$ cat src/design/tbc_pkg.sv
// shared types and constants for the text buffer with cursor
package tbc_pkg;

    localparam int CAPACITY_DEF = 64;
    localparam int CMD_W        = 3;
    localparam int CH_W         = 8;
    localparam int ST_W         = 2;
    localparam int CNT_W        = 7;

    typedef enum logic [CMD_W-1:0] {
        CMD_FWD   = 3'd0,
        CMD_BACK  = 3'd1,
        CMD_START = 3'd2,
        CMD_END   = 3'd3,
        CMD_INS   = 3'd4,
        CMD_DEL   = 3'd5,
        CMD_DUMP  = 3'd6
    } t_cmd;

    typedef enum logic [ST_W-1:0] {
        ST_DONE  = 2'd0,
        ST_BOUND = 2'd1,
        ST_FULL  = 2'd2
    } t_status;

    typedef enum logic [3:0] {
        S_IDLE,
        S_FWD,
        S_BACK,
        S_INS1,
        S_INS2,
        S_INS3,
        S_DEL1,
        S_DEL2,
        S_DEL3,
        S_DUMP,
        S_DONE
    } t_state;

endpackage

$ cat src/design/tbc_ram.sv
// generic single write port ram with registered read
module tbc_ram #(
    parameter int WIDTH = 8,
    parameter int DEPTH = 65
) (
    input  logic                     i_clk,
    input  logic                     i_we,
    input  logic [$clog2(DEPTH)-1:0] i_waddr,
    input  logic [WIDTH-1:0]         i_wdata,
    input  logic [$clog2(DEPTH)-1:0] i_raddr,
    output logic [WIDTH-1:0]         o_rdata
);

    logic [WIDTH-1:0] r_mem [DEPTH];
    logic [WIDTH-1:0] r_rdata;

    always_ff @(posedge i_clk) begin
        if (i_we) begin
            r_mem[i_waddr] <= i_wdata;
        end
        r_rdata <= r_mem[i_raddr];
    end

    assign o_rdata = r_rdata;

endmodule

$ cat src/design/text_buffer_with_cursor.sv
// editable text buffer with an insertion cursor, kept as a linked list in ram
//
// input channel: i_in_valid / o_in_stall carry one command request with
// i_command and i_ch (the byte, used by insert only). output channel:
// o_out_valid / i_out_stall carry results. every edit or cursor move gives
// one status result with last set; a dump gives one result per text byte,
// cursor_here marking the byte just after the insertion point, or a single
// empty result when the text is empty.
// to start, to end, back at start, refused insert, empty dump and unknown
// commands go straight to the done state; forward, back, insert and delete
// pass through their own states first (delete at end of text leaves after
// its first read). the cell links live in rams with one read and one write
// port each, so an insert or delete reads and writes its links in separate
// states. a dump streams one byte per cycle while the output is not stalled,
// the walk being bound by the registered read of the link ram.
// one command is processed at a time; a new request is taken as soon as the
// block returns to idle, even if its last result still waits in the output
// register. when the receiver stalls the output register holds and the
// sequencer waits. reset (synchronous, active low) empties the text, puts
// the cursor at the start and needs no clearing pass.
module text_buffer_with_cursor #(
    parameter int CAPACITY = tbc_pkg::CAPACITY_DEF
) (
    input  logic                       i_clk,
    input  logic                       i_rst_n,
    input  logic                       i_in_valid,
    output logic                       o_in_stall,
    input  logic [tbc_pkg::CMD_W-1:0]  i_command,
    input  logic [tbc_pkg::CH_W-1:0]   i_ch,
    output logic                       o_out_valid,
    input  logic                       i_out_stall,
    output logic [tbc_pkg::ST_W-1:0]   o_status,
    output logic [tbc_pkg::CH_W-1:0]   o_data_byte,
    output logic                       o_byte_valid,
    output logic                       o_cursor_here,
    output logic [tbc_pkg::CNT_W-1:0]  o_cursor_index,
    output logic [tbc_pkg::CNT_W-1:0]  o_text_length,
    output logic                       o_last
);

    import tbc_pkg::*;

    localparam int NCELLS = CAPACITY + 1;
    localparam int CW     = $clog2(NCELLS);
    localparam logic [CNT_W-1:0] CAP_CNT = CNT_W'(CAPACITY);
    localparam logic [CW-1:0]    HEAD    = '0;

    t_state            r_state, n_state;
    logic [CH_W-1:0]   r_ch;
    logic [CW-1:0]     r_cur, n_cur;
    logic [CW-1:0]     r_free, n_free;
    logic [CW-1:0]     r_head_next, n_head_next;
    logic [CW-1:0]     r_head_prev, n_head_prev;
    logic [CW-1:0]     r_nc, n_nc;
    logic [CW-1:0]     r_aux, n_aux;
    logic [CW-1:0]     r_p, n_p;
    logic [CNT_W-1:0]  r_unused, n_unused;
    logic [CNT_W-1:0]  r_len, n_len;
    logic [CNT_W-1:0]  r_cnt, n_cnt;
    logic [CNT_W-1:0]  r_i, n_i;
    t_status           r_st, n_st;

    logic              r_out_valid;
    logic [ST_W-1:0]   r_o_status, n_o_status;
    logic [CH_W-1:0]   r_o_byte, n_o_byte;
    logic              r_o_bvalid, n_o_bvalid;
    logic              r_o_here, n_o_here;
    logic              r_o_last, n_o_last;
    logic [CNT_W-1:0]  r_o_cidx;
    logic [CNT_W-1:0]  r_o_len;
    logic              out_load;

    // ram ports
    logic              next_we, prev_we, byte_we;
    logic [CW-1:0]     next_waddr, prev_waddr;
    logic [CW-1:0]     next_wdata, prev_wdata;
    logic [CW-1:0]     next_raddr, prev_raddr;
    logic [CW-1:0]     next_q, prev_q;
    logic [CH_W-1:0]   byte_q;

    logic              in_acc;
    logic              out_free;
    logic              ins_full;
    logic              dump_empty;
    logic              dump_last;
    logic [CW-1:0]     next_cur;

    assign o_in_stall = (r_state != S_IDLE);
    assign in_acc     = i_in_valid && !o_in_stall;
    assign out_free   = !r_out_valid || !i_out_stall;
    assign ins_full   = (r_len >= CAP_CNT) || ((r_free == HEAD) && (r_unused >= CAP_CNT));
    assign dump_empty = (r_len == '0) || (r_head_next == HEAD);
    assign dump_last  = ((r_i + CNT_W'(1)) == r_len) || (next_q == HEAD);
    // the head cell's links are held in registers, the rest in ram
    assign next_cur   = (r_cur == HEAD) ? r_head_next : next_q;

    // next state
    always_comb begin
        n_state = r_state;
        case (r_state)
            S_IDLE: begin
                if (in_acc) begin
                    case (i_command)
                        CMD_FWD:   n_state = S_FWD;
                        CMD_BACK:  n_state = (r_cur == HEAD) ? S_DONE : S_BACK;
                        CMD_INS:   n_state = ins_full ? S_DONE : S_INS1;
                        CMD_DEL:   n_state = S_DEL1;
                        CMD_DUMP:  n_state = dump_empty ? S_DONE : S_DUMP;
                        default:   n_state = S_DONE;
                    endcase
                end
            end
            S_FWD:  n_state = S_DONE;
            S_BACK: n_state = S_DONE;
            S_INS1: n_state = S_INS2;
            S_INS2: n_state = S_INS3;
            S_INS3: n_state = S_DONE;
            S_DEL1: n_state = (next_cur == HEAD) ? S_DONE : S_DEL2;
            S_DEL2: n_state = S_DEL3;
            S_DEL3: n_state = S_DONE;
            S_DUMP: begin
                if (out_free && dump_last) begin
                    n_state = S_IDLE;
                end
            end
            S_DONE: begin
                if (out_free) begin
                    n_state = S_IDLE;
                end
            end
            default: n_state = S_IDLE;
        endcase
    end

    // datapath and ram control
    always_comb begin
        n_cur       = r_cur;
        n_free      = r_free;
        n_head_next = r_head_next;
        n_head_prev = r_head_prev;
        n_nc        = r_nc;
        n_aux       = r_aux;
        n_p         = r_p;
        n_unused    = r_unused;
        n_len       = r_len;
        n_cnt       = r_cnt;
        n_i         = r_i;
        n_st        = r_st;
        next_we     = 1'b0;
        prev_we     = 1'b0;
        byte_we     = 1'b0;
        next_waddr  = r_cur;
        next_wdata  = r_nc;
        prev_waddr  = r_aux;
        prev_wdata  = r_nc;
        next_raddr  = r_p;
        prev_raddr  = r_cur;
        out_load    = 1'b0;
        n_o_status  = ST_DONE;
        n_o_byte    = '0;
        n_o_bvalid  = 1'b0;
        n_o_here    = 1'b0;
        n_o_last    = 1'b1;
        case (r_state)
            S_IDLE: begin
                if (in_acc) begin
                    n_st = ST_DONE;
                    case (i_command)
                        CMD_FWD: begin
                            next_raddr = r_cur;
                        end
                        CMD_BACK: begin
                            if (r_cur == HEAD) begin
                                n_st = ST_BOUND;
                            end
                        end
                        CMD_START: begin
                            n_cur = HEAD;
                            n_cnt = '0;
                        end
                        CMD_END: begin
                            n_cur = r_head_prev;
                            n_cnt = r_len;
                        end
                        CMD_INS: begin
                            if (ins_full) begin
                                n_st = ST_FULL;
                            end
                            next_raddr = r_free;
                        end
                        CMD_DEL: begin
                            next_raddr = r_cur;
                        end
                        CMD_DUMP: begin
                            n_p        = r_head_next;
                            n_i        = '0;
                            next_raddr = r_head_next;
                        end
                        default: begin
                            n_st = ST_BOUND;
                        end
                    endcase
                end
            end
            S_FWD: begin
                if (next_cur != HEAD) begin
                    n_cur = next_cur;
                    n_cnt = r_cnt + CNT_W'(1);
                end else begin
                    n_st = ST_BOUND;
                end
            end
            S_BACK: begin
                n_cur = prev_q;
                if (r_cnt != '0) begin
                    n_cnt = r_cnt - CNT_W'(1);
                end
            end
            S_INS1: begin
                // new cell from the free list, else a never used one
                if (r_free != HEAD) begin
                    n_nc   = r_free;
                    n_free = next_q;
                end else begin
                    n_unused = r_unused + CNT_W'(1);
                    n_nc     = CW'(r_unused + CNT_W'(1));
                end
                next_raddr = r_cur;
            end
            S_INS2: begin
                n_aux      = next_cur;
                next_we    = 1'b1;
                next_waddr = r_nc;
                next_wdata = next_cur;
                prev_we    = 1'b1;
                prev_waddr = r_nc;
                prev_wdata = r_cur;
                byte_we    = 1'b1;
            end
            S_INS3: begin
                if (r_aux == HEAD) begin
                    n_head_prev = r_nc;
                end else begin
                    prev_we    = 1'b1;
                    prev_waddr = r_aux;
                    prev_wdata = r_nc;
                end
                if (r_cur == HEAD) begin
                    n_head_next = r_nc;
                end else begin
                    next_we    = 1'b1;
                    next_waddr = r_cur;
                    next_wdata = r_nc;
                end
                n_cur = r_nc;
                n_cnt = r_cnt + CNT_W'(1);
                n_len = r_len + CNT_W'(1);
            end
            S_DEL1: begin
                if (next_cur == HEAD) begin
                    n_st = ST_BOUND;
                end
                n_aux      = next_cur;
                next_raddr = next_cur;
            end
            S_DEL2: begin
                // unlink: next_q is the cell after the removed one
                if (r_cur == HEAD) begin
                    n_head_next = next_q;
                end else begin
                    next_we    = 1'b1;
                    next_waddr = r_cur;
                    next_wdata = next_q;
                end
                if (next_q == HEAD) begin
                    n_head_prev = r_cur;
                end else begin
                    prev_we    = 1'b1;
                    prev_waddr = next_q;
                    prev_wdata = r_cur;
                end
            end
            S_DEL3: begin
                next_we    = 1'b1;
                next_waddr = r_aux;
                next_wdata = r_free;
                n_free     = r_aux;
                if (r_len != '0) begin
                    n_len = r_len - CNT_W'(1);
                end
            end
            S_DUMP: begin
                if (out_free) begin
                    out_load   = 1'b1;
                    n_o_byte   = byte_q;
                    n_o_bvalid = 1'b1;
                    n_o_here   = (r_i == r_cnt);
                    n_o_last   = dump_last;
                    n_p        = next_q;
                    n_i        = r_i + CNT_W'(1);
                    next_raddr = next_q;
                end
            end
            S_DONE: begin
                if (out_free) begin
                    out_load   = 1'b1;
                    n_o_status = r_st;
                end
            end
            default: begin
            end
        endcase
    end

    always_ff @(posedge i_clk) begin
        if (!i_rst_n) begin
            r_state     <= S_IDLE;
            r_cur       <= HEAD;
            r_free      <= HEAD;
            r_head_next <= HEAD;
            r_head_prev <= HEAD;
            r_unused    <= '0;
            r_len       <= '0;
            r_cnt       <= '0;
            r_out_valid <= 1'b0;
        end else begin
            r_state     <= n_state;
            r_cur       <= n_cur;
            r_free      <= n_free;
            r_head_next <= n_head_next;
            r_head_prev <= n_head_prev;
            r_unused    <= n_unused;
            r_len       <= n_len;
            r_cnt       <= n_cnt;
            if (out_load) begin
                r_out_valid <= 1'b1;
            end else if (!i_out_stall) begin
                r_out_valid <= 1'b0;
            end
        end
    end

    // payload registers
    always_ff @(posedge i_clk) begin
        if (in_acc) begin
            r_ch <= i_ch;
        end
        r_nc  <= n_nc;
        r_aux <= n_aux;
        r_p   <= n_p;
        r_i   <= n_i;
        r_st  <= n_st;
        if (out_load) begin
            r_o_status <= n_o_status;
            r_o_byte   <= n_o_byte;
            r_o_bvalid <= n_o_bvalid;
            r_o_here   <= n_o_here;
            r_o_last   <= n_o_last;
            r_o_cidx   <= r_cnt;
            r_o_len    <= r_len;
        end
    end

    tbc_ram #(
        .WIDTH (CW),
        .DEPTH (NCELLS)
    ) u_next_ram (
        .i_clk   (i_clk),
        .i_we    (next_we),
        .i_waddr (next_waddr),
        .i_wdata (next_wdata),
        .i_raddr (next_raddr),
        .o_rdata (next_q)
    );

    tbc_ram #(
        .WIDTH (CW),
        .DEPTH (NCELLS)
    ) u_prev_ram (
        .i_clk   (i_clk),
        .i_we    (prev_we),
        .i_waddr (prev_waddr),
        .i_wdata (prev_wdata),
        .i_raddr (prev_raddr),
        .o_rdata (prev_q)
    );

    // byte store shares the read address of the link walk
    tbc_ram #(
        .WIDTH (CH_W),
        .DEPTH (NCELLS)
    ) u_byte_ram (
        .i_clk   (i_clk),
        .i_we    (byte_we),
        .i_waddr (r_nc),
        .i_wdata (r_ch),
        .i_raddr (next_raddr),
        .o_rdata (byte_q)
    );

    assign o_out_valid    = r_out_valid;
    assign o_status       = r_o_status;
    assign o_data_byte    = r_o_byte;
    assign o_byte_valid   = r_o_bvalid;
    assign o_cursor_here  = r_o_here;
    assign o_cursor_index = r_o_cidx;
    assign o_text_length  = r_o_len;
    assign o_last         = r_o_last;

endmodule
$ cat config.mk
export PLATFORM = sky130hd
export DESIGN_NAME = text_buffer_with_cursor
export DESIGN_NICKNAME = d
export VERILOG_FILES = /design/src/design/tbc_pkg.sv /design/src/design/tbc_ram.sv /design/src/design/text_buffer_with_cursor.sv
export SDC_FILE = /design/constraint.sdc
export NUM_CORES = 2
export LEC_CHECK = 0
export BUFFER_PORTS_ARGS = -buffer_cell sky130_fd_sc_hd__buf_2
export CAP_MARGIN = 20
export CORE_MARGIN = 2
export CORE_UTILIZATION = 35
export CTS_CLUSTER_DIAMETER = 100
export DETAILED_ROUTE_END_ITERATION = 10
export PLACE_DENSITY = 0.57
export SYNTH_ARGS = -nofsm -noshare
export SYNTH_HDL_FRONTEND = slang
export SYNTH_HIERARCHICAL = 1
export SYNTH_SLANG_ARGS = --single-unit
$ cat constraint.sdc
create_clock -name i_clk -period 8.4 [get_ports i_clk]
set_clock_uncertainty 0.1 [all_clocks]
set_input_delay 0.42 -clock i_clk [delete_from_list [all_inputs] [get_ports i_clk]]
set_output_delay 0.42 -clock i_clk [all_outputs]
set_load 0.01 [all_outputs]
* Word-level counts from Yosys, hierarchy flattened *
Memories as Yosys holds them, arrays and structs flattened. A register that Yosys moved wholly into a read port is not among the register bits.
Cells that the tools add are included.

word-level totals
  flip-flop bits (word level) = 119
  memory bits (writable) = 1430
  input bits = 15
  output and inout bits = 29
  memories kept = 3

operators by class
  $add $sub $neg = 6
  magnitude comparators = 2
  equal/unequal tests = 35
  mux-type cells = 71
  bitwise logic cells = 1
  reductions and logical operators = 50

memories
  name              depth  width  rd ports  clocked after Yosys merged registers in  wr ports  line           text
  u_byte_ram.r_mem  65     8      1         1                                        1         tbc_ram.sv:14  logic [WIDTH-1:0] r_mem [DEPTH];
  u_next_ram.r_mem  65     7      1         1                                        1         tbc_ram.sv:14
  u_prev_ram.r_mem  65     7      1         1                                        1         tbc_ram.sv:14

operators by type and width
  operator                                                   number
  two-way mux 7 bit                                          23
  one-hot mux 7 bit (2 select lines)                         11
  one-hot mux 7 bit (4 select lines)                         3
  zero test 7 bit                                            7
  one-hot mux 7 bit (3 select lines)                         2
  one-hot mux 4 bit (8 select lines)                         1
  adder 7 x 1 -> 7 bit (second input constant)               4
  != test 2 bit (second input constant)                      14
  nonzero test 7 bit                                         4
  two-way mux 4 bit                                          6
  one-hot mux 4 bit (5 select lines)                         1
  equality test 4 x 3 -> 1 bit (second input constant)       4
  two-way mux 1 bit                                          15
  equality test 7 bit                                        2
  greater-or-equal comparator 7 bit (second input constant)  2
  subtractor 7 x 1 -> 7 bit (second input constant)          2
  equality test 4 bit (second input constant)                3
  one-hot mux 2 bit (3 select lines)                         2
  AND reduction 3 bit                                        4
  AND reduction 4 bit                                        3
  two-way mux 2 bit                                          5
  AND reduction 2 bit                                        5
  OR reduction 2 bit                                         5
  equality test 3 bit (second input constant)                3
  20 further kinds                                           34

* Longest topological paths before layout *
  depth in word-level cells = 7
  mapped depth = 16
  depth with buffers taken out = 12

* Hierarchy *
The synthesis kept the hierarchy.

by module, submodules not included
  module                    instances  cells each  area an instance (um2)  seq. area each (um2)
  tbc_ram (u_next_ram ...)  2          818         17974.7                 13803.2
  tbc_ram (u_byte_ram)      1          944         20439.6                 15775.1
  text_buffer_with_cursor   1          739         6809.0                  3032.9

* Worst setup path before layout *
No wires, ideal clock.

  path kind = input port to flip-flop
  from = input port i_command[0] (netlist bit)
  to = register u_next_ram.r_rdata[1], in the netlist u_next_ram/o_rdata[1], read port of u_next_ram.r_mem
  data arrival time = 3.636 ns
  data required time = 8.171 ns
  path slack = 4.535 ns
  stages on the path = 14
  cell sequence = buf_2 -> inv_1 -> fa_1 -> and3_1 -> clkbuf_1 -> nor4_4 -> a222oi_1 -> nand2_1 -> buf_6 -> buf_2 -> mux4_2 -> mux2_2 -> a221oi_1 -> o31ai_1

between the ends
  word-level cells in the longest chain between the ends = 5
  elaborated cells between the ends (all ways) = 8
  classes of those cells = eq/ne (3); mux (3); reduce/logical (2)

RTL lines
  what                                                    line                            text
  start, declared                                         text_buffer_with_cursor.sv:28   input logic [tbc_pkg::CMD_W-1:0] i_command,
  equality test 3 bit or zero test 3 bit (tied branches)  text_buffer_with_cursor.sv:168  case (i_command)
  OR reduction 2 bit (no source line)                     --
  one-hot mux 7 bit (3 select lines) *                    text_buffer_with_cursor.sv:168
  two-way mux 7 bit *                                     text_buffer_with_cursor.sv:166  if (in_acc) begin
  one-hot mux 7 bit (4 select lines) *                    text_buffer_with_cursor.sv:164  case (r_state)
  via next_raddr[0]                                       text_buffer_with_cursor.sv:77   logic [CW-1:0] next_raddr, prev_raddr;
  end, declared                                           tbc_ram.sv:15                   logic [WIDTH-1:0] r_rdata;

Mark *: on every way through the listed nets, which the timed path passes. The rest lies on a longest branch.
A chain may end at the register's enable or synchronous reset.

* Worst setup path after layout *
  from = register r_state[0]
  to = register u_next_ram.r_rdata[6], in the netlist u_next_ram/o_rdata[6], read port of u_next_ram.r_mem

between the ends
  word-level cells in the longest chain between the ends = 5
  elaborated cells between the ends (all ways) = 9
  classes of those cells = eq/ne (3); mux (2); reduce/logical (4)

RTL lines
  what                                  line                            text
  start, declared                       text_buffer_with_cursor.sv:48   t_state r_state, n_state;
  start signal, assigned                text_buffer_with_cursor.sv:327  r_state <= n_state;
  nonzero test 4 bit                    text_buffer_with_cursor.sv:88   assign o_in_stall = (r_state != S_IDLE);
  zero test 1 bit                       text_buffer_with_cursor.sv:89   assign in_acc = i_in_valid && !o_in_stall;
  logical AND 1 bit                     text_buffer_with_cursor.sv:89
  two-way mux 7 bit                     text_buffer_with_cursor.sv:166
  one-hot mux 7 bit (4 select lines) *  text_buffer_with_cursor.sv:164
  via next_raddr[0]                     text_buffer_with_cursor.sv:77

Marked as above.

==> out/results.ini <==
[global_routing]
grt_pass1_vias = 32200
grt_max_degree = 96
grtUsageTotal = 0.159
grt_pass1_wl_um = 219000
antenna_found_initial = 1
overflow = 0

[sta]
period_minus_slack_ns = 5.35
setup_tns_ns = 0
finalCritPeriodShare = 0.637
fmax_ghz = 0.187
setup_viol = 0
relSlewSlack = 0.260
rsz0062_at_grt = no
hold_violations = 0
slew_violations = 0
worstMarginPinSlew_ns = 1.11

[final_layout]
fin_nets = 3466
fill_cells = 15900
syn2layout_area_growth_pct = 13.4
final_cell_area_um2 = 71700
seq_area_um2 = 46400
drive_gt1_frac = 0.242
multi_input_area_um2 = 15900

[cts]
clock_sinks = 1571
clockBufferDepth = 3
post_cts.repair.setup_buffers = 0
clkTransAtPathRegs_ns = 0.06
cts_htree_levels = 4
clock_latency_ns = 0.78
cts_hold_buffers = 9
ctsResizeCount = 0
tritoncts = built
clock_tree.root_cell = clkbuf_16
numCtsBuffers = 163

[logic_synthesis]
async_flop_share = 0
ys.flop_type = edfxtp_1
ys_types = 78
synth-seq-area-share = 0.734
yosysTopAreaCellShare = 0.710
ys_ff_latch = 1571
yosys-top-cells-area = edfxtp_1 71%, mux4_2 12%, dfxtp_1 2.4%
syn_area_per_cell_um2 = 19.0
syn_inst = 3319
netlist_area_um2 = 63200
synth_nets = 3349
synth-edff-count = 1495
yosysTopAreaCell = edfxtp_1
yosysWarnings = 6

[critical_path]
cp-start-kind = flip-flop
path_max_fanout = 56
path_class = reg2reg
arrival_ns = 5.87
r2r_cells = 13
crit_path_end_kind = flip-flop
critical_path_required_ns = 8.92

[drt]
remaining_drc_errors = 0
viasPerCell = 5.39
wl_um = 149000
ant_nets = 0
vias = 31900
dr.pass1.iters = 7
initialDrtViolationCount = 3473
avgRoutedWirePerCell_um = 25.1

[worst_hold_path]
holdPathStages = 3
min_path_type = in2reg

[run_status]
outcome = finished, final reports clean

[placement]
routabilityCongestion = 0.860
dpl_cell_area_um2 = 66200
io_buffers = 43
dp_hpwl_um = 90000

[floorplanning]
core_area_um2 = 179000
fp.dieArea_um2 = 184000
io_pins = 44
die_x_um = 429
die_h_um = 429
rows = 155
start_util = 0.353

[job]
drv_cap = 0

[power_and_ir_drop]
p_leak_uw = 0.0223
powerDensity_nw_per_um2 = 307
peakVddDrop_uv = 235

-- worst max-delay path: stages (launching register included) --
cell and delay, ns:
dfxtp_1 0.64, nand2b_1 0.28, nor2_2 0.58, nand2_1 0.21, nand2_1 0.26, a22oi_1 0.18
nand2_4 0.66, buf_12 0.47, buf_4 0.42, mux4_2 0.54, mux2i_1 0.28, a22oi_1 0.14
a32oi_1 0.27, o31ai_1 0.10
-- layout by cell type, fill, tap and decap left out, types with 58 or more instances in the layout --
master	synthesis	routed
mux2_2	109	109
clkbuf_16	0	168
nand2_1	167	158
dfxtp_1	76	73
nand3_1	60	59
buf_4	9	58
a22oi_1	59	59
nor2_1	243	241
edfxtp_1	1495	1495
mux2i_1	99	99
mux4_2	344	344
-- area by class of cell --
cell class	count	area share
Multi-Input combinational cell	1553	0.222
Clock inverter	74	0.00973
Clock buffer	224	0.0637
Timing Repair Buffer	130	0.0143
Antenna cell	1	0.0000349
Tap cell	2355	0.0411
Inverter	17	0.000890
Sequential cell	1571	0.648
-- per-stage QoR --
step                      power (uW)  setup WS [ns]  utilization  hold WS [ns]  instances
final                          22000           3.05        0.400        0.0689       5925
after global placement         15100           2.78        0.370         0.336       5602
after CTS                      22200           2.62        0.400       0.00819       5915
after global routing           22900           2.58        0.400        0.0510       5925
after floorplan                13400           4.54            -         0.325       3319
after detailed placement       15100           2.65        0.370         0.343       5608
-- flip-flops by register name (all words and copies together) (netlist names), 8 cells and up --
name / flops
o_data_byte: 8
u_prev_ram/r_mem: 455
r_ch: 8
u_next_ram/r_mem: 455
u_byte_ram/r_mem: 520
u_byte_ram/o_rdata: 8
-- power breakdown --
| part | leakage, uW | switching, uW | total, uW | internal, uW |
|---|---|---|---|---|
| registers | 0.0141 | 262 | 9490 | 9230 |
| logic | 0.00561 | 3250 | 5440 | 2180 |
| clock network | 0.00259 | 2960 | 7070 | 4120 |
-- path summary, 6_finish.rpt --
kind | slack [ns] | startpoint | endpoint
max | 3.05 | r_state[0] | u_next_ram/o_rdata[6]
min | 0.07 | i_in_valid | r_st[0]
max reg2reg | 3.05 | r_state[0] | u_next_ram/o_rdata[6]
min reg2reg | 0.36 | u_byte_ram/r_mem[64][0] | u_byte_ram/o_rdata[0]
-- Yosys cell counts (all sizes together), types with 16 or more instances --
cell    count
nand2     168
and3       20
a31oi      25
o31ai      23
clkbuf     79
dfxtp      76
a21oi      32
xnor2      25
mux4      344
nor3       48
edfxtp   1495
mux2i     100
o21ai      33
a22oi      61
mux2      109
inv        16
nor2b      32
nand3      60
a32oi      22
buf        99
a222oi     20
a221oi     23
nor2      244
-- cell families after synthesis --
logic type	after synthesis	share of synthesized area
flip-flops	1571	0.734
AND/OR/NAND/NOR	637	0.0457
multiplexers	553	0.158
AO/OA/AOI/OAI	310	0.0378
buffers and inverters	195	0.0151
XOR/XNOR	38	0.00570
adder cells (fa/ha/maj)	15	0.00333
-- metal layers --
metal	global-route usage	share of wire	up-vias
met5	0	0	-
met4	0.0470	0.024	0
met3	0.0261	0.057	248
met2	0.261	0.49	1036
met1	0.218	0.43	16800
li1	-	-	13900
(Power assumes the default switching activity.)
